File: config.mk
export PLATFORM = sky130hd
export DESIGN_NAME = gdda_alu
export DESIGN_NICKNAME = d
export VERILOG_FILES = /design/src/hw/rtl/grid_ray_traversal_dda_top_defines.svh /design/src/hw/rtl/gdda_pkg.sv /design/src/hw/rtl/gdda_alu.sv
export SDC_FILE = /design/constraint.sdc
export NUM_CORES = 1
export LEC_CHECK = 0
export BUFFER_PORTS_ARGS = -buffer_cell sky130_fd_sc_hd__buf_2
export CAP_MARGIN = 10
export CORE_AREA = 2 2 186 133
export DETAILED_ROUTE_END_ITERATION = 12
export DIE_AREA = 0 0 188 135
export PLACE_DENSITY = 0.57
export RECOVER_POWER = 100
export SYNTH_ARGS = -nofsm -noshare
export SYNTH_HDL_FRONTEND = slang
export SYNTH_SLANG_ARGS = --single-unit
File: constraint.sdc
create_clock -name clk_i -period 4.2 [get_ports clk_i]
set_input_delay 0.84 -clock clk_i [delete_from_list [all_inputs] [get_ports clk_i]]
set_output_delay 0.84 -clock clk_i [all_outputs]
set_load 0.03 [all_outputs]
File: src/hw/rtl/grid_ray_traversal_dda_top_defines.svh
`ifndef GRID_RAY_TRAVERSAL_DDA_TOP_DEFINES_SVH
`define GRID_RAY_TRAVERSAL_DDA_TOP_DEFINES_SVH

// same-cycle implication
`define GDDA_ASSERT_NOW(lbl, ante, cons, msg) \
  lbl: assert property (@(posedge clk_i) disable iff (!rst_ni) (ante) |-> (cons)) else $error(msg);

// next-cycle implication
`define GDDA_ASSERT_NEXT(lbl, ante, cons, msg) \
  lbl: assert property (@(posedge clk_i) disable iff (!rst_ni) (ante) |=> (cons)) else $error(msg);

`endif

File: src/hw/rtl/gdda_pkg.sv
package gdda_pkg;

  localparam int unsigned LEN_W      = 40;
  localparam int unsigned COORD_W    = 10;
  localparam int unsigned TILE_W     = 41;
  localparam int unsigned DIST_W     = 22;
  localparam logic [21:0] DIST_MAX   = 22'h3FFFFF;
  localparam logic [21:0] MAXD_RESET = 22'd1310720;

  typedef enum logic [1:0] {
    ST_TRANSP = 2'd0,
    ST_SOLID  = 2'd1,
    ST_NOHIT  = 2'd2
  } status_e;

  typedef enum logic [0:0] {
    OP_SQRT = 1'b0,
    OP_DIV  = 1'b1
  } alu_op_e;

  typedef struct packed {
    logic    start;
    alu_op_e op;
  } alu_req_t;

  typedef struct packed {
    logic        done;
    logic [31:0] result;
  } alu_rsp_t;

endpackage

File: src/hw/rtl/gdda_alu.sv
module gdda_alu (
  input  logic              clk_i,
  input  logic              rst_ni,
  input  gdda_pkg::alu_req_t req_i,
  input  logic [63:0]       operand_i,
  input  logic [15:0]       divisor_i,
  output gdda_pkg::alu_rsp_t rsp_o
);

  logic             run_q, run_d;
  logic             done_q, done_d;
  logic [4:0]       cnt_q, cnt_d;
  gdda_pkg::alu_op_e op_q, op_d;
  logic [63:0]      acc_q, acc_d;
  logic [35:0]      rem_q, rem_d;
  logic [31:0]      root_q, root_d;
  logic [15:0]      dvs_q, dvs_d;
  logic [35:0]      rem_sh, trial;
  logic             fits;

  always_comb begin
    if (op_q == gdda_pkg::OP_SQRT) begin
      rem_sh = {rem_q[33:0], acc_q[63:62]};
      trial  = {2'b00, root_q, 2'b01};
    end else begin
      rem_sh = {rem_q[34:0], acc_q[63]};
      trial  = {20'd0, dvs_q};
    end
    fits = rem_sh >= trial;
  end

  always_comb begin
    run_d  = run_q;
    done_d = 1'b0;
    cnt_d  = cnt_q;
    op_d   = op_q;
    acc_d  = acc_q;
    rem_d  = rem_q;
    root_d = root_q;
    dvs_d  = dvs_q;
    if (req_i.start) begin
      run_d  = 1'b1;
      cnt_d  = 5'd0;
      op_d   = req_i.op;
      acc_d  = operand_i;
      rem_d  = 36'd0;
      root_d = 32'd0;
      dvs_d  = divisor_i;
    end else if (run_q) begin
      rem_d  = fits ? rem_sh - trial : rem_sh;
      root_d = {root_q[30:0], fits};
      acc_d  = (op_q == gdda_pkg::OP_SQRT) ? {acc_q[61:0], 2'b00} : {acc_q[62:0], 1'b0};
      cnt_d  = cnt_q + 5'd1;
      if (cnt_q == 5'd31) begin
        run_d  = 1'b0;
        done_d = 1'b1;
      end
    end
  end

  always_ff @(posedge clk_i or negedge rst_ni) begin
    if (!rst_ni) begin
      run_q  <= 1'b0;
      done_q <= 1'b0;
      cnt_q  <= 5'd0;
      op_q   <= gdda_pkg::OP_SQRT;
    end else begin
      run_q  <= run_d;
      done_q <= done_d;
      cnt_q  <= cnt_d;
      op_q   <= op_d;
    end
  end

  always_ff @(posedge clk_i) begin
    acc_q  <= acc_d;
    rem_q  <= rem_d;
    root_q <= root_d;
    dvs_q  <= dvs_d;
  end

  assign rsp_o.done   = done_q;
  assign rsp_o.result = root_q;

endmodule

# Yosys cells after proc, flatten, opt, wreduce, memory -nomap -nowiden
# Cells that the tools add are included.
[totals]
regBits = 155
input_bits = 84
output_inout_bits = 33
word_cells = 27
[classes]
addsub = 2
order_cmp = 1
eq_ne = 1
muxes = 14
n_reduce_logical = 1
[ops]
columns = ["op", "count"]
rows = [
  ["$mux W64", 3],
  ["$ge A36 B34 Y1", 1],
  ["$mux W36", 1],
  ["$mux W35", 1],
  ["$sub A35 B34 Y35", 1],
  ["$mux W34", 1],
  ["$mux W5", 2],
  ["$mux W1", 6],
  ["$add A5 B1 Y5 const B", 1],
  ["$eq A5 B5 Y1 const B", 1],
  ["$reduce_bool A2 Y1", 1],
]

# Logic depth before layout (Yosys ltp)
# Gate-level depths: netlist (run 1).
[depth]
ltp_word = 4
ltp_mapped = 19
depth_no_buf = 13

# Worst setup path after synthesis (run 1)
# Ideal clock, no wire load.
[synth_timing]
path_type = "reg2reg"
startpoint = "reg op_q"
endpoint = "reg rem_q[33]"
t_arrival_ns = 4.386
required_time_ns = 4.114
setup_slack_ns = -0.272
path_stages_with_launch = 18
path_buffers = 6
path_cell_list = "dfrtp_1 > buf_2 > buf_1 > clkbuf_1 > buf_2 > buf_1 > mux2i_1 > ha_1 > clkbuf_2 > a211o_1 > o211ai_1 > a21oi_1 > or4_4 > nand4_4 > a211oi_2 > o211ai_1 > mux2_4 > a221oi_2"
[synth_via]
elab_chain_len = 3
elab_cells_between_ends = 5
classes_between = "add/sub (1); order compare (1); mux (3)"
[synth_lines]
columns = ["element", "line_no", "rtl"]
rows = [
  ["from (decl)", "gdda_alu.sv:13", "gdda_pkg::alu_op_e op_q, op_d;"],
  ["from (signal assigned)", "gdda_alu.sv:66", "op_q <= gdda_pkg::OP_SQRT;"],
  ["from (signal assigned)", "gdda_alu.sv:71", "op_q <= op_d;"],
  ["$mux W36 / $mux W34 (equally long branches)", "gdda_alu.sv:22", "if (op_q == gdda_pkg::OP_SQRT) begin"],
  ["$sub A35 B34 Y35 / $ge A36 B34 Y1 (equally long branches)", "gdda_alu.sv:50, gdda_alu.sv:29", ""],
  ["$mux W35 *", "gdda_alu.sv:50", "rem_d = fits ? rem_sh - trial : rem_sh;"],
  ["to (signal assigned)", "gdda_alu.sv:77", "rem_q <= rem_d;"],
  ["to (decl)", "gdda_alu.sv:15", "logic [35:0] rem_q, rem_d;"],
]
# Mark *: on every way between the ends. The rest lies on a longest branch, timed or not.
# A chain may end at the register's enable or synchronous reset.

# Worst setup path in the final report (run 1)
[layout_timing]
startpoint = "reg op_q"
endpoint = "reg rem_q[9]"
# The elaborated chain is that of the path after synthesis.

==> metrics, run 1 <==
Fin Clk Skew slightly below 0.007 ns; nets 1,158; Synth cell types 62; die area ~25,000 sq um; Final Hold Slack 0.3300 ns; initial core utilization 0.3954; final setup vio count 0; RR Endpoint rem_q[9]; first-pass GRT wire length 34,820 um; combinational share of power 0.502; power density cells 661.7 nW/um^2; largest net degree at the start of global routing 102; Final Max Slew Viols between 200 and 250; Setup TNS 0 ns; DRT Pass-1 Iters 5; Fmax achieved between 0.2 and 0.3 GHz; Max Buffers Root-to-Sink 2; Routed WL 21,100 um; number of synthesized register bits roughly 160; Reg2Reg Launch Point op_q; Buffers on Ports around 120; routability cong. 0.8210; Register-to-Register Path Depth 13; Worst EP required 4.53 ns; CP Max Fanout 25; grt ovf 0; Placed Area 10,140 sq um; Final Cell Area approximately 11,000 sq um; RSZ-0062 raised after global routing no; TritonCTS clock tree yes; maxcap violations 3; GRT Total Usage 0.1696; slew at the pin with the worst max-slew slack between 2 and 2.5 ns; Internal 4.272 mW; fillers 2,284; CTS clk-pin slew, worst paths 0.07 ns; run status complete, but fails checks; Hold Path Class primary input to async pin; failing checks capacitance limit, slew limit; Post-synth ARST share 0.05161; Rel. slew slack -0.4478; initial antenna violation count 0; Residual DRC 0; Clock Latency Late Sink between 0.4 and 0.5 ns; DPL Wire Length about 14,000 um; Sw Pwr 2.775 mW; number of flops mapped to enable cells by yosys 80; # IOs 117; Syn Nets 1,071; leakage 4.701 nW; post-cts resize count 0; root buf cell clkbuf_16; number of cell rows 47; Final period util 0.9188; Post-Synthesis Cells 950; Reg power frac 0.284; Final Hold Viols 0; Top FF cell, synth edfxtp_1; vias in the first global route between 6,000 and 7,000; antenna cells 0; CTS Sinks approximately 160; setup slack, reg-to-reg about 0.34 ns; Clock Power Share 0.214; most frequent cells in the layout 126 x mux2i_1, 100 x nand2_1, 91 x nor2_1, 82 x o21ai_0, 81 x buf_2; Mapped Area ~9300 sq um; sequential cell area fraction in the yosys report 0.4251; CP Launch Type flip-flop; Worst Setup End Kind flip-flop; Worst EP arrival around 4.2 ns; footprint of the multi-input gates 5026 sq um; fin crit period 3.859 ns; VDD IR max 0.0003805 V; CTS buffer count 17; Switching Share 0.3937; H-tree levels 4; most common cell after layout, fill and taps aside mux2i_1; core area ~23,000 sq um; sequential cell area 3948 sq um; Vias 7,096; die height approximately 140 um; DR iter-0 viols 444; CP Class flip-flop to flip-flop; yosys warns 0; area added between synthesis and finish 14.81%; layout cells sized above 1 0.1743; Die Span X between 150 and 200 um; Routed Antenna Nets 0; via density per instance 5.187; syn_area_per_cell approximately 9.8 sq um; DR WL/cell 15.42 um
-- cell type report --
type | count | share of cell area
sequential | 155 | 0.3707
multi-input combinational | 721 | 0.4719
clock buffer | 17 | 0.03994
tap | 318 | 0.03736
clock inverter | 15 | 0.01316
inverter | 9 | 0.003172
timing repair buffer | 133 | 0.06379
-- power groups by stage --
stage / clock network [mW] / registers (mW) / logic, mW
2_1_floorplan: 0 / 2.00 / 2.81
3_3_place_gp: 0 / 2.04 / 3.52
3_5_place_dp: 0 / 2.04 / 3.52
4_1_cts: 1.55 / 2.01 / 3.55
5_1_grt: 1.60 / 2.04 / 3.97
6_report: 1.51 / 2.00 / 3.54
-- cell usage after synthesis (all sizes together) (2+ instances only) --
cell type | count | area [sq um]
a31oi | 12 | 75.07
o21a | 2 | 15.01
mux2i | 126 | 1261
nor3 | 4 | 20.02
dfrtp | 8 | 200.2
nand3 | 7 | 35.03
edfxtp | 80 | 2402
nor2b | 9 | 63.81
a221o | 2 | 20.02
nand3b | 6 | 45.04
a211oi | 30 | 235.2
a31o | 2 | 17.52
dfxtp | 67 | 1341
a211o | 2 | 17.52
nand4 | 11 | 83.83
nor2 | 91 | 341.6
a21boi | 2 | 15.01
or2 | 2 | 12.51
mux2 | 39 | 446.7
or4 | 3 | 26.27
buf | 20 | 95.09
and3 | 7 | 43.79
o21ai | 83 | 419.2
ha | 36 | 450.4
a21o | 17 | 127.6
inv | 9 | 33.78
and2 | 2 | 12.51
nand2b | 24 | 150.1
o211ai | 5 | 37.54
a221oi | 2 | 23.77
a21oi | 49 | 249.0
o21bai | 3 | 22.52
nand2 | 100 | 375.4
or3 | 3 | 18.77
xor2 | 13 | 113.9
clkbuf | 45 | 171.4
xnor2 | 14 | 122.6
-- registers in the layout, indices dropped and copies added (netlist names) --
signal and cells:
done_q 1, rem_q 35, run_q 1, root_q 32, op_q 1, acc_q 64, cnt_q 5, dvs_q 16
-- kinds of logic after synthesis --
group / after synthesis / synth area share
buffers and inverters: 74 / 0.03237
and+or+nand+nor: 274 / 0.1376
DFF: 155 / 0.4251
xor gates and xnor gates: 27 / 0.02549
muxes: 165 / 0.1841
adders and majority gates: 37 / 0.05071
AOI/OAI and AO/OA: 218 / 0.1446
-- through the flow --
stage | setup WS, ns | instances | util | power (mW)
2_1_floorplan | 0.06856 | 950 | - | 4.803
3_3_place_gp | 0.3339 | 1335 | 0.4320 | 5.553
3_5_place_dp | 0.2706 | 1335 | 0.4320 | 5.560
4_1_cts | 0.2429 | 1367 | 0.4561 | 7.111
5_1_grt | 0.03162 | 1368 | 0.4539 | 7.608
6_report | 0.3411 | 1368 | 0.4539 | 7.047
-- worst max path at each step --
stage | from | endpoint | slack [ns]
after floorplan | op_q | rem_q[33] | 0.07
after global placement | op_q | rem_q[9] | 0.33
after detailed placement | op_q | rem_q[9] | 0.27
after CTS | op_q | rem_q[9] | 0.24
after global routing | op_q | rem_q[19] | 0.03
final | op_q | rem_q[9] | 0.34
-- routing by layer --
layer | GRT usage | routed length (um) | part of all wire
met1 | 0.2585 | 11580 | 0.55
met2 | 0.2401 | 8633 | 0.41
met3 | 0.03456 | 700 | 0.033
met4 | 0.04681 | 184 | 0.0087
met5 | 0 | 0 | 0
-- what timing repair did --
action | in CTS | in global routing
endpoints found under the setup margin | 0 | 29
setup buffers | 0 | 1
hold buffers | 0 | 0
-- critical path, cell delays in order (launching register included) --
cell and delay (ns):
dfrtp_4 0.59, buf_4 0.33, buf_4 0.35, mux2_2 0.39, ha_1 0.38, nand4_1 0.13
nor4b_1 0.32, nand4_1 0.13, nand4_1 0.11, nor2_1 0.06, o31a_2 0.23, clkbuf_2 0.24
a31o_2 0.25, a311oi_2 0.21
Power figures use the tool's default switching activity.
==> inputs of run 2 (changes only) <==
- CORE_AREA: 2 2 186 133 -> 2 2 132 186
- DIE_AREA: 0 0 188 135 -> 0 0 134 188
==> metrics, run 2 (synthesis gave the netlist of run 1 again) <==
run status complete, but fails checks (unchanged); failing checks capacitance limit, slew limit (unchanged); final setup vio count 0 (unchanged); post-cts resize count 0 (unchanged); vias in the first global route 7,126 (was 6,818); CTS clk-pin slew, worst paths 0.07 ns (about the same); Hold Path Class primary input to async pin (unchanged); Worst EP required 4.50 ns (was 4.53 ns); die area 25,190 sq um (was 25,380 sq um); Routed WL 20,140 um (was 21,100 um); CP Max Fanout 23 (was 25); slew at the pin with the worst max-slew slack 2.121 ns (was 2.172 ns); Residual DRC 0 (unchanged); VDD IR max 0.0005045 V (was 0.0003805 V); CTS Sinks 155 (unchanged); Top reg by flops acc_q (unchanged); power density cells 659.3 nW/um^2 (was 661.7 nW/um^2); Die Span X 134 um (was 188 um); DR iter-0 viols 285 (was 444); utilization after layout 0.4516 (was 0.4539); worst setup path startpoint op_q (unchanged); hold buffer count at CTS 0 (unchanged); nets 1,156 (was 1,158); TritonCTS clock tree yes (unchanged); crit-path cells buf_4 > mux2_2 > ha_1 > a211oi_1 > a32oi_1 > nand4_1 > a21oi_1 > o21ai_2 > o31a_2 > buf_12 > mux2_1 > mux2i_1 > nor2_1 (was buf_4 > buf_4 > mux2_2 > ha_1 > nand4_1 > nor4b_1 > nand4_1 > nand4_1 > nor2_1 > o31a_2 > clkbuf_2 > a31o_2 > a311oi_2); GRT Total Usage 0.1639 (was 0.1696); fin crit period 3.922 ns (was 3.859 ns); die height 188 um (was 135 um); Crit path largest cell delay 0.62 ns (was 0.59 ns); Final Cell Area 10,640 sq um (was 10,650 sq um); Final Hold Slack 0.3347 ns (was 0.3300 ns); footprint of the multi-input gates 5026 sq um (unchanged); layout cells sized above 1 0.1698 (was 0.1743); initial core utilization 0.3938 (was 0.3954); Placed Area 10,130 sq um (was 10,140 sq um); biggest regs acc_q x64, rem_q x35, root_q x32 (unchanged); most common cell after layout, fill and taps aside mux2i_1 (unchanged); buffer count from post-CTS setup fixing 0 (unchanged); grt ovf 0 (unchanged); area added between synthesis and finish 14.67% (was 14.81%); H-tree levels 4 (unchanged); fillers 2,309 (was 2,284); Overall Power 7.013 mW (was 7.047 mW); Setup TNS 0 ns (unchanged); DR WL/cell 14.83 um (was 15.42 um); Routed Antenna Nets 0 (unchanged); root buf cell clkbuf_16 (unchanged); Fin Clk Skew 0.008112 ns (was 0.006793 ns); initial antenna violation count 0 (unchanged); Vias 7,003 (was 7,096); Fmax achieved 0.2550 GHz (was 0.2591 GHz); CP Launch Type flip-flop (unchanged); via density per instance 5.157 (was 5.187); Final Max Slew Viols 280 (was 212); routability cong. 0.8287 (was 0.8210); RSZ-0062 raised after global routing no (unchanged); most frequent cells in the layout 126 x mux2i_1, 100 x nand2_1, 91 x nor2_1, 82 x o21ai_0, 81 x buf_2 (unchanged); largest net degree at the start of global routing 173 (was 102); first-pass GRT wire length 33,710 um (was 34,820 um); Rel. slew slack -0.4141 (was -0.4478); Final Hold Viols 0 (unchanged); sequential cell area 3951 sq um (was 3948 sq um); CP Class flip-flop to flip-flop (unchanged); Final period util 0.9339 (was 0.9188); Slowest cell on crit path dfrtp_4 (unchanged); Max Buffers Root-to-Sink 2 (unchanged); Buffers on Ports 116 (unchanged); number of cell rows 67 (was 47); Register-to-Register Path Depth 13 (unchanged); max reg flops 64 (unchanged); Worst EP arrival 4.22 ns (was 4.19 ns); Clock Latency Late Sink 0.43 ns (was 0.44 ns); antenna cells 0 (unchanged); Reg2Reg Launch Point op_q (unchanged); leakage 4.703 nW (was 4.701 nW); setup slack, reg-to-reg 0.28 ns (was 0.34 ns); Worst Setup End Kind flip-flop (unchanged); core area 23,560 sq um (was 23,460 sq um); RR Endpoint rem_q[14] (was rem_q[9]); DRT Pass-1 Iters 4 (was 5); # IOs 117 (unchanged); maxcap violations 3 (unchanged); CTS buffer count 17 (unchanged); DPL Wire Length 14,630 um (was 14,500 um)
run 2: cell count changes in the layout (fill, tap and decap cells not counted), sizes merged:
cell,previous run,this run
clkinvlp,5,2
bufinv,1,2
clkinv,4,7
buf,94,91
clkbuf,56,59
inv,14,11
run 2: how the worst max path moves through the flow:
stage	end	slack (ns)	cells past startpoint
after floorplan	rem_q[33]	0.07	17
after global placement	rem_q[14]	0.32	14
after detailed placement	rem_q[33]	0.38	12
after CTS	rem_q[14]	0.33	14
after global routing	rem_q[34]	0.05	13
final	rem_q[14]	0.28	13
run 2: layout make-up:
type | count | share of cell area
repair buffers | 131 | 0.06140
inverters | 9 | 0.003176
multi-input cells | 721 | 0.4725
clock inverters | 13 | 0.01341
flip-flops and latches | 155 | 0.3714
clock buffers | 19 | 0.04164
well taps | 310 | 0.03646
run 2: routing by layer:
metal | GRT usage | wire, um | vias up
li1 | - | - | 3630
met1 | 0.1913 | 8716 | 3237
met2 | 0.2884 | 10210 | 117
met3 | 0.04244 | 876 | 19
met4 | 0.05728 | 330 | 0
met5 | 0 | 0 | -
run 2: critical path: cells and delay by family, from the launching register on:
| family | cells | cell delay, ns |
|---|---|---|
| compound gates | 5 | 1.19 |
| fa+ha+maj | 1 | 0.40 |
| flops | 1 | 0.62 |
| simple gates | 2 | 0.20 |
| buf+inv | 2 | 0.52 |
| mux | 3 | 0.83 |
run 2: through the flow:
step	std cells	setup slack, ns
final	1358	0.2777
after global placement	1326	0.3214
after global routing	1358	0.05015
after detailed placement	1326	0.3759
after floorplan	950	0.06856
after CTS	1358	0.3307
run 2: power breakdown:
group          internal (mW)  switching, mW
registers               1.85          0.154
logic                   1.60           1.88
clock network          0.894          0.629
==> inputs of run 3 (changes only) <==
- SETUP_SLACK_MARGIN: default -> 0.3
==> metrics, run 3 (synthesis gave the netlist of run 1 again) <==
run status complete, but fails checks (unchanged); failing checks capacitance limit, slew limit (unchanged); Buffers on Ports 116 (unchanged); root buf cell clkbuf_16 (unchanged); die height 188 um (unchanged); DR iter-0 viols 280 (was 285); Slowest cell on crit path dfrtp_4 (unchanged); Routed Antenna Nets 0 (unchanged); Vias 7,121 (was 7,003); initial core utilization 0.3938 (unchanged); Register-to-Register Path Depth 13 (unchanged); Worst Setup End Kind flip-flop (unchanged); fin crit period 3.745 ns (was 3.922 ns); routability cong. 0.8207 (was 0.8287); initial antenna violation count 1 (was 0); grt ovf 0 (unchanged); Clock Power Share 0.219 (was 0.217); largest net degree at the start of global routing 219 (was 173); Setup crit end rem_q[14] (unchanged); number of cell rows 67 (unchanged); Switching Share 0.3801 (about the same); TritonCTS clock tree yes (unchanged); Max Buffers Root-to-Sink 2 (unchanged); CP Launch Type flip-flop (unchanged); Final Hold Viols 0 (unchanged); area added between synthesis and finish 15.04% (was 14.67%); core area 23,560 sq um (unchanged); slew at the pin with the worst max-slew slack 2.237 ns (was 2.121 ns); RSZ-0062 raised after global routing no (unchanged); DPL Wire Length 14,490 um (was 14,630 um); Internal 4.351 mW (was 4.348 mW); layout cells sized above 1 0.1654 (was 0.1698); Sw Pwr 2.668 mW (was 2.665 mW); worst setup path startpoint op_q (unchanged); CTS buffer count 17 (unchanged); maxcap violations 2 (was 3); H-tree levels 4 (unchanged); Final Max Slew Viols 251 (was 280); Setup TNS 0 ns (unchanged); Crit path buffers/inverters 2 (unchanged); CP Max Fanout 24 (was 23); hold buffer count at CTS 0 (unchanged); number of stages on the worst setup path 13 (unchanged); Reg2Reg Launch Point op_q (unchanged); Layout Cells excl Fill 1,362 (was 1,358); CP delay by family, top compound AO/OA/AOI/OAI gates (unchanged); most common cell after layout, fill and taps aside mux2i_1 (unchanged); die area 25,190 sq um (unchanged); Crit path largest cell delay 0.54 ns (was 0.62 ns); Rel. slew slack -0.4914 (was -0.4141); leakage 4.712 nW (was 4.703 nW); RR Endpoint rem_q[14] (unchanged); max reg flops 64 (unchanged); Worst EP arrival 3.98 ns (was 4.22 ns); CTS clk-pin slew, worst paths 0.07 ns (about the same); Hold Path Class primary input to async pin (unchanged); power density cells 657.8 nW/um^2 (was 659.3 nW/um^2); Clock Latency Late Sink 0.44 ns (was 0.43 ns); Die Span X 134 um (unchanged); Placed Cells 1,329 (was 1,326); crit-path cells buf_4 > mux2_2 > ha_1 > a211oi_1 > a32oi_1 > nand4_1 > a21oi_1 > o21ai_2 > o31a_4 > buf_12 > mux2_1 > mux2i_1 > nor2_1 (was buf_4 > mux2_2 > ha_1 > a211oi_1 > a32oi_1 > nand4_1 > a21oi_1 > o21ai_2 > o31a_2 > buf_12 > mux2_1 > mux2i_1 > nor2_1); GRT Total Usage 0.1677 (was 0.1639); biggest regs acc_q x64, rem_q x35, root_q x32 (unchanged); CP Class flip-flop to flip-flop (unchanged); Reg power frac 0.286 (about the same); Top reg by flops acc_q (unchanged); setup slack, reg-to-reg 0.46 ns (was 0.28 ns); DR WL/cell 15.02 um (was 14.83 um); final setup vio count 0 (unchanged); first-pass GRT wire length 34,240 um (was 33,710 um); Fin Clk Skew 0.008717 ns (was 0.008112 ns); via density per instance 5.228 (was 5.157); vias in the first global route 7,061 (was 7,126); antenna cells 0 (unchanged); # IOs 117 (unchanged); DRT Pass-1 Iters 4 (unchanged); Fmax achieved 0.2670 GHz (was 0.2550 GHz); Residual DRC 0 (unchanged); VDD IR max 0.0003412 V (was 0.0005045 V); nets 1,160 (was 1,156); CTS Sinks 155 (unchanged); most frequent cells in the layout 126 x mux2i_1, 100 x nand2_1, 91 x nor2_1, 82 x o21ai_0, 81 x buf_2 (unchanged); Routed WL 20,460 um (was 20,140 um); combinational share of power 0.495 (was 0.497); Worst EP required 4.44 ns (was 4.50 ns); Final period util 0.8917 (was 0.9339)
[run 3: changes by cell type in the layout (fill, tap and decap cells not counted), moves of 3 or more]
cell      previous run  this run
clkinv_4             4         1
clkinv_2             3         0
buf_4                8        12
clkbuf_1            38        41
[run 3: stage by stage]
stage | total power [mW] | utilization | hold WS, ns | area [sq um] | setup WS, ns
finish | 7.020 | 0.4530 | 0.3265 | 10670 | 0.4551
global route | 7.577 | 0.4530 | 0.3610 | 10670 | 0.1857
CTS | 7.130 | 0.4562 | 0.2278 | 10750 | 0.3988
detailed placement | 5.560 | 0.4316 | 0.4963 | 10170 | 0.4210
global placement | 5.549 | 0.4316 | 0.4872 | 10170 | 0.4512
floorplan | 4.805 | - | 0.4677 | 9285 | 0.3226
[run 3: final cells by class]
| type | instances | area [sq um] |
|---|---|---|
| fill | 2289 | 12880 |
| multi-input combinational | 721 | 5019 |
| sequential | 155 | 3951 |
| timing repair buffer | 135 | 699.4 |
| clock buffer | 22 | 464.2 |
| tap | 310 | 387.9 |
| clock inverter | 10 | 116.4 |
| inverter | 9 | 33.78 |
[run 3: how the worst min path moves through the flow]
stage	from	endpoint	slack, ns	cells after the start
2_1_floorplan	rem_q[32]	rem_q[32]	0.47	2
3_3_place_gp	rem_q[28]	rem_q[28]	0.49	2
3_5_place_dp	rem_q[6]	rem_q[6]	0.50	2
4_1_cts	rst_ni	cnt_q[4]	0.23	1
5_1_grt	rst_ni	cnt_q[4]	0.36	1
6_report	rst_ni	cnt_q[4]	0.33	1
[run 3: repair_timing]
item | in CTS | in global routing
setup endpoints to repair | 0 | 21
buffers inserted | 0 | 1
resized for setup | 0 | 1
[run 3: layer usage]
metal | part of all wire | global-route usage | vias up
met5 | 0 | 0 | -
met1 | 0.43 | 0.1956 | 3338
li1 | - | - | 3628
met4 | 0.023 | 0.06628 | 0
met3 | 0.046 | 0.04704 | 28
met2 | 0.51 | 0.2892 | 127
[run 3: power by group through the flow]
stage               Sequential, mW  Clock, mW  Combinational [mW]
detailed placement            2.04          0                3.52
finish                        2.01       1.54                3.48
CTS                           2.01       1.58                3.54
global placement              2.04          0                3.51
global route                  2.04       1.64                3.90
floorplan                     2.00          0                2.81
